File: src/rtl/grid_flood_fill_move_assert.svh
// ----------------------------------------------------------------------------
// grid_flood_fill_move assertion macros
// Shared property forms for the flood-fill block's in-design checks.
// ----------------------------------------------------------------------------
`ifndef GRID_FLOOD_FILL_MOVE_ASSERT_SVH
`define GRID_FLOOD_FILL_MOVE_ASSERT_SVH

// Same-cycle implication, disabled during reset.
`define GFFM_ASSERT_NOW(label, clk, rst, ante, cons, msg) \
   label: assert property (@(posedge clk) disable iff (rst) (ante) |-> (cons)) \
      else $error(msg);

// Next-cycle implication, disabled during reset.
`define GFFM_ASSERT_NEXT(label, clk, rst, ante, cons, msg) \
   label: assert property (@(posedge clk) disable iff (rst) (ante) |=> (cons)) \
      else $error(msg);

`endif

File: src/rtl/gffm_pkg.sv
// ----------------------------------------------------------------------------
// gffm_pkg
// Types and constants shared by the flood-fill grid modules.
// ----------------------------------------------------------------------------
package gffm_pkg;

   localparam int GRID_MAX = 16;
   localparam int CELLS    = GRID_MAX * GRID_MAX;
   localparam int FLOOD_W  = $clog2(CELLS);
   localparam int ROW_W    = $clog2(GRID_MAX);
   localparam int COORD_W  = 4;
   localparam int COLOR_W  = 3;
   localparam int SIZE_W   = 5;
   localparam int MOVES_W  = 8;
   localparam int CSR_ADDR_W = 4;

   localparam logic CMD_LOAD = 1'b0;
   localparam logic CMD_MOVE = 1'b1;

   localparam logic [1:0] REG_GRID_SIZE = 2'd0;
   localparam logic [1:0] REG_MAX_MOVES = 2'd1;
   localparam logic [1:0] REG_START_ROW = 2'd2;
   localparam logic [1:0] REG_START_COL = 2'd3;

   typedef enum logic [1:0] {
      STATUS_CONTINUE = 2'd0,
      STATUS_SUCCESS  = 2'd1,
      STATUS_FAILED   = 2'd2,
      STATUS_LOADED   = 2'd3
   } status_type;

   typedef enum logic [1:0] {
      ST_IDLE,
      ST_FLOOD,
      ST_PAINT,
      ST_CHECK
   } state_type;

   typedef struct packed {
      logic [SIZE_W-1:0]  grid_size;
      logic [MOVES_W-1:0] max_moves;
      logic [COORD_W-1:0] start_row;
      logic [COORD_W-1:0] start_col;
   } cfg_type;

   // Broadcast from the controller to every cell.
   typedef struct packed {
      logic               load_en;
      logic [COORD_W-1:0] load_row;
      logic [COORD_W-1:0] load_col;
      logic [COLOR_W-1:0] load_color;
      logic               load_blocked;
      logic               seed;
      logic               step;
      logic               paint;
      logic [COLOR_W-1:0] new_color;
      logic [SIZE_W-1:0]  grid_used;
      logic [COORD_W-1:0] start_row;
      logic [COORD_W-1:0] start_col;
   } arr_ctl_type;

endpackage

File: src/rtl/gffm_cell.sv
// ----------------------------------------------------------------------------
// gffm_cell
// One grid cell: color, obstacle mark and flood mark.
// ----------------------------------------------------------------------------
module gffm_cell (
   input  logic                                 clock,
   input  logic                                 reset,
   input  gffm_pkg::arr_ctl_type                ctl,
   input  logic [gffm_pkg::COORD_W-1:0]         my_row,
   input  logic [gffm_pkg::COORD_W-1:0]         my_col,
   input  logic [3:0]                           nb_mark,   // north, south, west, east
   input  logic [3:0][gffm_pkg::COLOR_W-1:0]    nb_color,
   output logic                                 mark,
   output logic [gffm_pkg::COLOR_W-1:0]         color,
   output logic                                 ok
);

   logic                          mark_ff, mark_in;
   logic [gffm_pkg::COLOR_W-1:0]  color_ff, color_in;
   logic                          obst_ff, obst_in;
   logic                          in_use;
   logic                          hit;
   logic                          is_start;
   logic                          joins;

   assign in_use = (gffm_pkg::SIZE_W'(my_row) < ctl.grid_used) &&
                   (gffm_pkg::SIZE_W'(my_col) < ctl.grid_used);
   assign hit      = ctl.load_en && (ctl.load_row == my_row) && (ctl.load_col == my_col);
   assign is_start = (ctl.start_row == my_row) && (ctl.start_col == my_col);

   // A free cell joins when a marked neighbor carries its own color:
   // every marked cell holds the start cell's old color.
   always_comb begin
      joins = 1'b0;
      for (int i = 0; i < 4; i++) begin
         if (nb_mark[i] && (nb_color[i] == color_ff)) begin
            joins = 1'b1;
         end
      end
      joins = joins && in_use && !obst_ff;
   end

   always_comb begin
      if (ctl.seed) begin
         mark_in = is_start && in_use && !obst_ff;
      end else if (ctl.step) begin
         mark_in = mark_ff || joins;
      end else begin
         mark_in = mark_ff;
      end
   end

   always_comb begin
      color_in = color_ff;
      obst_in  = obst_ff;
      if (hit) begin
         color_in = ctl.load_color;
         obst_in  = ctl.load_blocked;
      end else if (ctl.paint && mark_ff) begin
         color_in = ctl.new_color;
      end
   end

   always_ff @(posedge clock) begin
      if (reset) begin
         mark_ff <= 1'b0;
      end else begin
         mark_ff <= mark_in;
      end
   end

   always_ff @(posedge clock) begin
      color_ff <= color_in;
      obst_ff  <= obst_in;
   end

   assign mark  = mark_ff;
   assign color = color_ff;
   assign ok    = !in_use || obst_ff || (color_ff == ctl.new_color);

endmodule

File: src/rtl/gffm_array.sv
// ----------------------------------------------------------------------------
// gffm_array
// Square mesh of cells; each cell trades flood marks with its up to four neighbors.
// ----------------------------------------------------------------------------
module gffm_array (
   input  logic                            clock,
   input  logic                            reset,
   input  gffm_pkg::arr_ctl_type           ctl,
   output logic [gffm_pkg::GRID_MAX-1:0]   row_ok
);

   localparam int N = gffm_pkg::GRID_MAX;

   logic                          mark_w  [N][N];
   logic [gffm_pkg::COLOR_W-1:0]  color_w [N][N];
   logic [N-1:0][N-1:0]           ok_w;

   for (genvar r = 0; r < N; r++) begin : g_row
      for (genvar c = 0; c < N; c++) begin : g_col
         logic [3:0]                          nbm;
         logic [3:0][gffm_pkg::COLOR_W-1:0]   nbc;

         if (r > 0) begin : g_n
            assign nbm[0] = mark_w[r-1][c];
            assign nbc[0] = color_w[r-1][c];
         end else begin : g_n_edge
            assign nbm[0] = 1'b0;
            assign nbc[0] = '0;
         end
         if (r < N-1) begin : g_s
            assign nbm[1] = mark_w[r+1][c];
            assign nbc[1] = color_w[r+1][c];
         end else begin : g_s_edge
            assign nbm[1] = 1'b0;
            assign nbc[1] = '0;
         end
         if (c > 0) begin : g_w
            assign nbm[2] = mark_w[r][c-1];
            assign nbc[2] = color_w[r][c-1];
         end else begin : g_w_edge
            assign nbm[2] = 1'b0;
            assign nbc[2] = '0;
         end
         if (c < N-1) begin : g_e
            assign nbm[3] = mark_w[r][c+1];
            assign nbc[3] = color_w[r][c+1];
         end else begin : g_e_edge
            assign nbm[3] = 1'b0;
            assign nbc[3] = '0;
         end

         gffm_cell u_cell (
            .clock    (clock),
            .reset    (reset),
            .ctl      (ctl),
            .my_row   (gffm_pkg::COORD_W'(r)),
            .my_col   (gffm_pkg::COORD_W'(c)),
            .nb_mark  (nbm),
            .nb_color (nbc),
            .mark     (mark_w[r][c]),
            .color    (color_w[r][c]),
            .ok       (ok_w[r][c])
         );
      end

      assign row_ok[r] = &ok_w[r];
   end

endmodule

File: src/rtl/gffm_ctrl.sv
// ----------------------------------------------------------------------------
// gffm_ctrl
// Sequencer: load/move decode, flood and check counters, move count, result.
// ----------------------------------------------------------------------------
`include "grid_flood_fill_move_assert.svh"

module gffm_ctrl (
   input  logic                            clock,
   input  logic                            reset,
   input  logic                            req_tvalid,
   output logic                            req_tready,
   input  logic [15:0]                     req_tdata,
   input  logic                            req_tuser,
   output logic                            rsp_tvalid,
   input  logic                            rsp_tready,
   output logic [15:0]                     rsp_tdata,
   input  gffm_pkg::cfg_type               cfg,
   input  logic [gffm_pkg::GRID_MAX-1:0]   row_ok,
   output gffm_pkg::arr_ctl_type           ctl
);

   localparam logic [gffm_pkg::FLOOD_W-1:0] FLOOD_LAST = gffm_pkg::FLOOD_W'(gffm_pkg::CELLS - 1);
   localparam logic [gffm_pkg::ROW_W-1:0]   ROW_LAST   = gffm_pkg::ROW_W'(gffm_pkg::GRID_MAX - 1);

   gffm_pkg::state_type             state_ff, state_in;
   logic [gffm_pkg::FLOOD_W-1:0]    flood_cnt_ff;
   logic [gffm_pkg::ROW_W-1:0]      row_cnt_ff;
   logic                            all_ok_ff;
   logic                            fail_ff;
   logic [gffm_pkg::MOVES_W-1:0]    count_ff, count_in;
   logic [gffm_pkg::COLOR_W-1:0]    new_color_ff;
   logic                            rsp_valid_ff;
   gffm_pkg::status_type            rsp_status_ff;
   logic [gffm_pkg::MOVES_W-1:0]    rsp_moves_ff;

   logic                            accept;
   logic                            is_load;
   logic                            is_move;
   logic                            flood_end;
   logic                            check_end;
   logic                            final_ok;
   logic [gffm_pkg::SIZE_W-1:0]     grid_used;

   assign req_tready = (state_ff == gffm_pkg::ST_IDLE) && (!rsp_valid_ff || rsp_tready);
   assign accept     = req_tvalid && req_tready;
   assign is_load    = accept && (req_tuser == gffm_pkg::CMD_LOAD);
   assign is_move    = accept && (req_tuser == gffm_pkg::CMD_MOVE);
   assign flood_end  = (state_ff == gffm_pkg::ST_FLOOD) && (flood_cnt_ff == FLOOD_LAST);
   assign check_end  = (state_ff == gffm_pkg::ST_CHECK) && (row_cnt_ff == ROW_LAST);
   assign final_ok   = all_ok_ff && row_ok[row_cnt_ff];
   assign count_in   = (count_ff == '1) ? count_ff : count_ff + 1'b1;
   assign grid_used  = (cfg.grid_size > gffm_pkg::SIZE_W'(gffm_pkg::GRID_MAX)) ?
                       gffm_pkg::SIZE_W'(gffm_pkg::GRID_MAX) : cfg.grid_size;

   // next state
   always_comb begin
      state_in = state_ff;
      case (state_ff)
         gffm_pkg::ST_IDLE: begin
            if (is_move) begin
               state_in = gffm_pkg::ST_FLOOD;
            end
         end
         gffm_pkg::ST_FLOOD: begin
            if (flood_end) begin
               state_in = gffm_pkg::ST_PAINT;
            end
         end
         gffm_pkg::ST_PAINT: begin
            state_in = gffm_pkg::ST_CHECK;
         end
         gffm_pkg::ST_CHECK: begin
            if (check_end) begin
               state_in = gffm_pkg::ST_IDLE;
            end
         end
         default: begin
            state_in = gffm_pkg::ST_IDLE;
         end
      endcase
   end

   // cell array controls
   always_comb begin
      ctl.load_en      = is_load;
      ctl.load_row     = req_tdata[3:0];
      ctl.load_col     = req_tdata[7:4];
      ctl.load_color   = req_tdata[10:8];
      ctl.load_blocked = req_tdata[11];
      ctl.seed         = is_move;
      ctl.step         = (state_ff == gffm_pkg::ST_FLOOD);
      ctl.paint        = (state_ff == gffm_pkg::ST_PAINT);
      ctl.new_color    = new_color_ff;
      ctl.grid_used    = grid_used;
      ctl.start_row    = cfg.start_row;
      ctl.start_col    = cfg.start_col;
   end

   always_ff @(posedge clock) begin
      if (reset) begin
         state_ff     <= gffm_pkg::ST_IDLE;
         flood_cnt_ff <= '0;
         row_cnt_ff   <= '0;
         count_ff     <= '0;
         rsp_valid_ff <= 1'b0;
      end else begin
         state_ff     <= state_in;
         flood_cnt_ff <= (state_ff == gffm_pkg::ST_FLOOD) ? flood_cnt_ff + 1'b1 : '0;
         row_cnt_ff   <= (state_ff == gffm_pkg::ST_CHECK) ? row_cnt_ff + 1'b1 : '0;
         if (is_move) begin
            count_ff <= count_in;
         end
         if (is_load || check_end) begin
            rsp_valid_ff <= 1'b1;
         end else if (rsp_tready) begin
            rsp_valid_ff <= 1'b0;
         end
      end
   end

   always_ff @(posedge clock) begin
      if (is_move) begin
         new_color_ff <= req_tdata[14:12];
         fail_ff      <= (count_in >= cfg.max_moves);
      end
      if (state_ff == gffm_pkg::ST_PAINT) begin
         all_ok_ff <= 1'b1;
      end else if (state_ff == gffm_pkg::ST_CHECK) begin
         all_ok_ff <= final_ok;
      end
      if (is_load) begin
         rsp_status_ff <= gffm_pkg::STATUS_LOADED;
         rsp_moves_ff  <= count_ff;
      end else if (check_end) begin
         rsp_moves_ff <= count_ff;
         if (fail_ff) begin
            rsp_status_ff <= gffm_pkg::STATUS_FAILED;
         end else if (final_ok) begin
            rsp_status_ff <= gffm_pkg::STATUS_SUCCESS;
         end else begin
            rsp_status_ff <= gffm_pkg::STATUS_CONTINUE;
         end
      end
   end

   assign rsp_tvalid = rsp_valid_ff;
   assign rsp_tdata  = {6'b0, rsp_moves_ff, rsp_status_ff};

   `GFFM_ASSERT_NEXT(a_move_starts_flood, clock, reset, is_move, state_ff == gffm_pkg::ST_FLOOD, "move transfer did not start the flood")
   `GFFM_ASSERT_NEXT(a_flood_to_paint, clock, reset, flood_end, state_ff == gffm_pkg::ST_PAINT, "flood did not end in paint")
   `GFFM_ASSERT_NOW(a_busy_no_rsp, clock, reset, state_ff != gffm_pkg::ST_IDLE, !rsp_valid_ff, "result pending while a move runs")
   `GFFM_ASSERT_NEXT(a_check_gives_rsp, clock, reset, check_end, rsp_valid_ff && (state_ff == gffm_pkg::ST_IDLE), "check end gave no result")
   `GFFM_ASSERT_NEXT(a_load_rsp, clock, reset, is_load, rsp_valid_ff && (rsp_status_ff == gffm_pkg::STATUS_LOADED), "load transfer gave no loaded result")

endmodule

File: src/rtl/grid_flood_fill_move.sv
// ----------------------------------------------------------------------------
// grid_flood_fill_move
// Colored square grid with obstacles, played by 4-connected flood fill.
// ----------------------------------------------------------------------------
// Usage:
//   req_*  : one item per transfer. tuser = cmd (0 load a cell, 1 play a move).
//            Loads fill the grid before play; one result per item on rsp_*.
//   rsp_*  : status (0 continue, 1 success, 2 failed, 3 cell loaded) and the
//            move count after the item.
//   csr_*  : grid_size @0x0, max_moves @0x4, start_row @0x8, start_col @0xC.
//            Write only while no item is in flight.
// Operation: a load answers the cycle after its transfer. A move seeds the
//   start cell at its transfer, then the mesh grows the region one cell hop a
//   cycle until the flood counter has passed every cell (enough for any path),
//   paints it and ANDs the per-row completion flags one row a cycle; the
//   result is registered after the last row. Moves take one item at a time;
//   loads can stream one per cycle while rsp_tready stays high.
// Reset: registers take their reset values, the move count clears; cell
//   contents are undefined until loaded.
// Stall: the result sits in an output register until rsp_tready; the next
//   item is taken in the same cycle that the pending result is transferred.
// ----------------------------------------------------------------------------
module grid_flood_fill_move (
   input  logic                                clock,
   input  logic                                reset,
   // request channel
   input  logic                                req_tvalid,
   output logic                                req_tready,
   input  logic [15:0]                         req_tdata,  // cell_row, cell_col, cell_color,
                                                           // cell_blocked, move_color, pad
   input  logic                                req_tuser,  // cmd
   // result channel
   output logic                                rsp_tvalid,
   input  logic                                rsp_tready,
   output logic [15:0]                         rsp_tdata,  // status, moves_done, pad
   // register port
   input  logic                                csr_psel,
   input  logic                                csr_penable,
   input  logic                                csr_pwrite,
   input  logic [gffm_pkg::CSR_ADDR_W-1:0]     csr_paddr,
   input  logic [31:0]                         csr_pwdata,
   output logic [31:0]                         csr_prdata,
   output logic                                csr_pready
);

   gffm_pkg::cfg_type                 cfg_ff;
   gffm_pkg::arr_ctl_type             ctl;
   logic [gffm_pkg::GRID_MAX-1:0]     row_ok;
   logic                              csr_wr;
   logic [1:0]                        csr_idx;

   assign csr_pready = 1'b1;
   assign csr_wr     = csr_psel && csr_penable && csr_pwrite && csr_pready;
   assign csr_idx    = csr_paddr[3:2];

   always_ff @(posedge clock) begin
      if (reset) begin
         cfg_ff.grid_size <= gffm_pkg::SIZE_W'(16);
         cfg_ff.max_moves <= gffm_pkg::MOVES_W'(30);
         cfg_ff.start_row <= '0;
         cfg_ff.start_col <= '0;
      end else if (csr_wr) begin
         case (csr_idx)
            gffm_pkg::REG_GRID_SIZE: cfg_ff.grid_size <= csr_pwdata[gffm_pkg::SIZE_W-1:0];
            gffm_pkg::REG_MAX_MOVES: cfg_ff.max_moves <= csr_pwdata[gffm_pkg::MOVES_W-1:0];
            gffm_pkg::REG_START_ROW: cfg_ff.start_row <= csr_pwdata[gffm_pkg::COORD_W-1:0];
            gffm_pkg::REG_START_COL: cfg_ff.start_col <= csr_pwdata[gffm_pkg::COORD_W-1:0];
            default: begin
            end
         endcase
      end
   end

   always_comb begin
      case (csr_idx)
         gffm_pkg::REG_GRID_SIZE: csr_prdata = 32'(cfg_ff.grid_size);
         gffm_pkg::REG_MAX_MOVES: csr_prdata = 32'(cfg_ff.max_moves);
         gffm_pkg::REG_START_ROW: csr_prdata = 32'(cfg_ff.start_row);
         gffm_pkg::REG_START_COL: csr_prdata = 32'(cfg_ff.start_col);
         default:                 csr_prdata = '0;
      endcase
   end

   // sequencer: decode, counters, move count and result register
   gffm_ctrl u_ctrl (
      .clock      (clock),
      .reset      (reset),
      .req_tvalid (req_tvalid),
      .req_tready (req_tready),
      .req_tdata  (req_tdata),
      .req_tuser  (req_tuser),
      .rsp_tvalid (rsp_tvalid),
      .rsp_tready (rsp_tready),
      .rsp_tdata  (rsp_tdata),
      .cfg        (cfg_ff),
      .row_ok     (row_ok),
      .ctl        (ctl)
   );

   // cell mesh: storage, flood propagation, paint and per-row completion
   gffm_array u_array (
      .clock  (clock),
      .reset  (reset),
      .ctl    (ctl),
      .row_ok (row_ok)
   );

endmodule
File: config.mk
export PLATFORM = sky130hd
export DESIGN_NAME = grid_flood_fill_move
export DESIGN_NICKNAME = d
export VERILOG_FILES = /design/src/rtl/gffm_pkg.sv /design/src/rtl/gffm_cell.sv /design/src/rtl/gffm_array.sv /design/src/rtl/gffm_ctrl.sv /design/src/rtl/grid_flood_fill_move.sv
export VERILOG_INCLUDE_DIRS = /design/src /design/src/rtl
export SDC_FILE = /design/constraint.sdc
export NUM_CORES = 2
export LEC_CHECK = 0
export BUFFER_PORTS_ARGS = -buffer_cell sky130_fd_sc_hd__buf_2
export CORE_ASPECT_RATIO = 1.75
export CORE_MARGIN = 4
export CORE_UTILIZATION = 50
export DETAILED_ROUTE_END_ITERATION = 10
export HOLD_SLACK_MARGIN = 0.12
export PLACE_DENSITY = 0.66
export SKIP_CTS_REPAIR_TIMING = 1
export SYNTH_ARGS = -nofsm -noshare
export SYNTH_HDL_FRONTEND = slang
export SYNTH_SLANG_ARGS = --single-unit
export TNS_END_PERCENT = 100
File: constraint.sdc
create_clock -name clock -period 9.4 [get_ports clock]
set_input_delay 1.41 -clock clock [delete_from_list [all_inputs] [get_ports clock]]
set_output_delay 1.41 -clock clock [all_outputs]
set_load 0.01 [all_outputs]
==> impl_metrics.json <==
{
  "outcome": "complete, but fails checks",
  "violations": "capacitance limit, slew limit",
  "fin_area_um2": 95400,
  "die_h_um": 572,
  "cap_violations": 3,
  "cpMaxStageDelayCell": "nor4_1",
  "drv_slew": 14,
  "multi_input_area_um2": 49000,
  "synth-adder-area-share_pct": 0.207,
  "hold_end": "u_ctrl.flood_cnt_ff[0]",
  "r2r_slack_ns": 3.97,
  "synth_ff_type": "edfxtp_1",
  "cts_sinks": 1339,
  "htree_num_levels": 4,
  "ir_worst_vdd_uv": 148,
  "final_common_cell": "xor2_1",
  "drc": 0,
  "max_stage_delay_ns": 1.10,
  "synth_simple_gate_area_share_pct": 9.44,
  "finalNetCount": 8276,
  "ioPinCount": 111,
  "worst-slew-pin-transition_ns": 1.53,
  "grt_pass1_wl_um": 527000,
  "min_path_type": "register to register",
  "post-route-period-util_pct": 57.8,
  "gp_congestion": 0.996,
  "reg2reg_depth": 10,
  "most-common-layout-cells": "xor2_1 (1509), edfxtp_1 (1036), mux2_2 (769)",
  "drt-wirelength-per-cell_um": 34.8,
  "placed_cell_area_um2": 90900,
  "ys_seq_area_share_pct": 41.0,
  "core_area_um2": 180000,
  "power_density_nw_per_um2": 153,
  "fmax_mhz": 184,
  "fillCellCount": 16000,
  "worst_clock_skew_ns": 0.0350,
  "period_minus_slack_ns": 5.43,
  "rsz0062_at_grt": "false",
  "syn-cell-area_um2": 90800,
  "netlist_top_cells_area": "edfxtp_1 (34%), xor2_1 (15%), mux2_2 (9.5%)",
  "die_w_um": 330,
  "muxShareOfSynthArea_pct": 9.83,
  "hold_path_startpoint": "u_ctrl.flood_cnt_ff[0]",
  "syn2layout_area_growth_pct": 5.14,
  "setup_tns_ns": 0,
  "viasPerCell": 6.97,
  "drt_wl_total_um": 373000,
  "synth-xor-area-share_pct": 21.5,
  "grt_pass1_vias": 73600,
  "hold_viol_final": 0,
  "yosysWarnings": 0,
  "dpl.hpwl_um": 251000,
  "crit_cells": 10,
  "r2r_start": "u_ctrl.new_color_ff[1]",
  "ys_ff_latch": 1339,
  "clock_path_buffers": 4,
  "setup_viol": 0,
  "critical_path_class": "register to register",
  "synth_top_area_cell": "edfxtp_1",
  "dieArea_um2": 189000,
  "clkLatencyLatePin_ns": 0.83,
  "io_buffers": 52,
  "vias": 74700,
  "yosysTopAreaCellShare_pct": 34.3,
  "cp_max_fo": 36,
  "drt-initial-drc-count": 8886,
  "initial_core_util_pct": 50.4,
  "synthCells": 8922,
  "drive_above_1_share_pct": 15.3,
  "ant_nets": 0,
  "worstHoldPathCells": 1,
  "rows": 206,
  "crit_chain": "buf_4 -> buf_4 -> xnor2_1 -> a31oi_1 -> or4_1 -> nor4_1 -> a31o_2 -> a31oi_1 -> o32ai_1 -> o32a_1",
  "crit_family": "simple AND/OR/NAND/NOR gates",
  "worstPathRequired_ns": 10.14,
  "r2r-end": "u_ctrl.all_ok_ff",
  "synth-async-reset-ratio_pct": 0,
  "leakagePower_nw": 32.9,
  "cts_tree": "done",
  "root_buffer": "clkbuf_16",
  "avgSynthCellArea_um2": 10.2,
  "antenna_found_initial": 46,
  "grt_max_degree": 143,
  "critPathBufInv": 2,
  "synth_edf_count": 1036,
  "first_pass_iters": 8,
  "track_usage_pct": 38.3,
  "synth.distinct_cells": 80,
  "end_kind": "register",
  "regArea_um2": 37200,
  "synth_compound_area_share_pct": 12.7,
  "max_slew_margin_pct": -2.53,
  "synth_top_family_by_area": "XOR/XNOR gates",
  "arrival_ns": 6.17,
  "cts_made_buffers": 144,
  "grt_overflow_total": 0,
  "crit_path_start_kind": "register",
  "cts.clk_slew.worst_paths_ns": 0.07
}
-- synth_stat cells (155+ instances only) --
cell type	instances
xor2_1	1509
edfxtp_1	1036
clkbuf_1	853
mux2_2	769
xnor2_1	712
nor2_1	666
nor3_1	661
dfxtp_1	303
a21oi_1	280
a21o_1	265
a22oi_1	246
nand2_1	194
a31oi_1	187
a221oi_1	156
a22o_1	155
-- sequential cells by signal (all words and copies together) (netlist names), 4 cells and up --
register,flops
cfg_ff,21
u_array.g_row.g_col.u_cell.color,768
u_ctrl.flood_cnt_ff,8
u_ctrl.count_ff,8
u_array.g_row.g_col.u_cell.mark,256
u_array.g_row.g_col.u_cell.obst_ff,256
u_ctrl.row_cnt_ff,4
u_ctrl.rsp_moves_ff,8
-- kinds of logic (layout without fill, tap and decap cells) --
| family | count (synthesis) | after routing |
|---|---|---|
| xor+xnor | 2223 | 2223 |
| simple gates | 1836 | 1836 |
| compound gates | 1595 | 1595 |
| flops | 1339 | 1339 |
| buf+inv | 1122 | 476 |
| mux | 790 | 790 |
| fa+ha+maj | 15 | 15 |
| other cells | 2 | 57 |
-- worst max path at each step --
stage                                       endpoint                    from  slack, ns
6_report                            u_ctrl.all_ok_ff  u_ctrl.new_color_ff[1]       3.97
5_1_grt                             u_ctrl.all_ok_ff  u_ctrl.new_color_ff[1]       4.10
4_1_cts                             u_ctrl.all_ok_ff  u_ctrl.new_color_ff[2]       4.70
3_5_place_dp   u_array.g_row[8].g_col[6].u_cell.mark              rsp_tready       4.39
3_3_place_gp   u_array.g_row[8].g_col[6].u_cell.mark              rsp_tready       4.46
2_1_floorplan                          csr_prdata[0]            csr_paddr[3]       5.67
-- per-stage QoR --
stage               hold WS, ns  std cells  util [%]  setup slack, ns  power (mW)
finish                    0.470      10700      53.0             3.97        14.6
floorplan                 0.426       8951         -             5.67        8.03
detailed placement        0.460      10400      50.4             4.39        8.92
CTS                       0.473      10700      52.9             4.70        14.5
global route              0.504      10700      52.9             4.10        14.8
global placement          0.439      10400      50.4             4.46        8.87
-- area by class of cell --
| class | instances | area share (%) |
|---|---|---|
| clock buffer | 200 | 4.23 |
| timing repair buffer | 207 | 1.79 |
| sequential | 1339 | 39.0 |
| inverter | 19 | 0.0800 |
| multi-input combinational | 6490 | 51.3 |
| clock inverter | 50 | 0.408 |
| antenna | 26 | 0.0682 |
| tap | 2392 | 3.14 |
-- where the power goes --
| part | switching [mW] | leakage [nW] | total, mW | internal, mW |
|---|---|---|---|---|
| sequential | 0.0908 | 11.8 | 6.55 | 6.46 |
| combinational | 1.70 | 19.0 | 2.37 | 0.670 |
| clock | 2.51 | 2.16 | 5.65 | 3.14 |
-- layer usage --
| layer | up-vias | share of wire, % | global-route usage (%) |
|---|---|---|---|
| met4 | 26 | 13 | 40.4 |
| met1 | 36800 | 31 | 37.9 |
| li1 | 30500 | - | - |
| met5 | - | 0.043 | 0 |
| met3 | 2112 | 9.7 | 10.5 |
| met2 | 5274 | 46 | 62.2 |
Power figures use the tool's default switching activity.
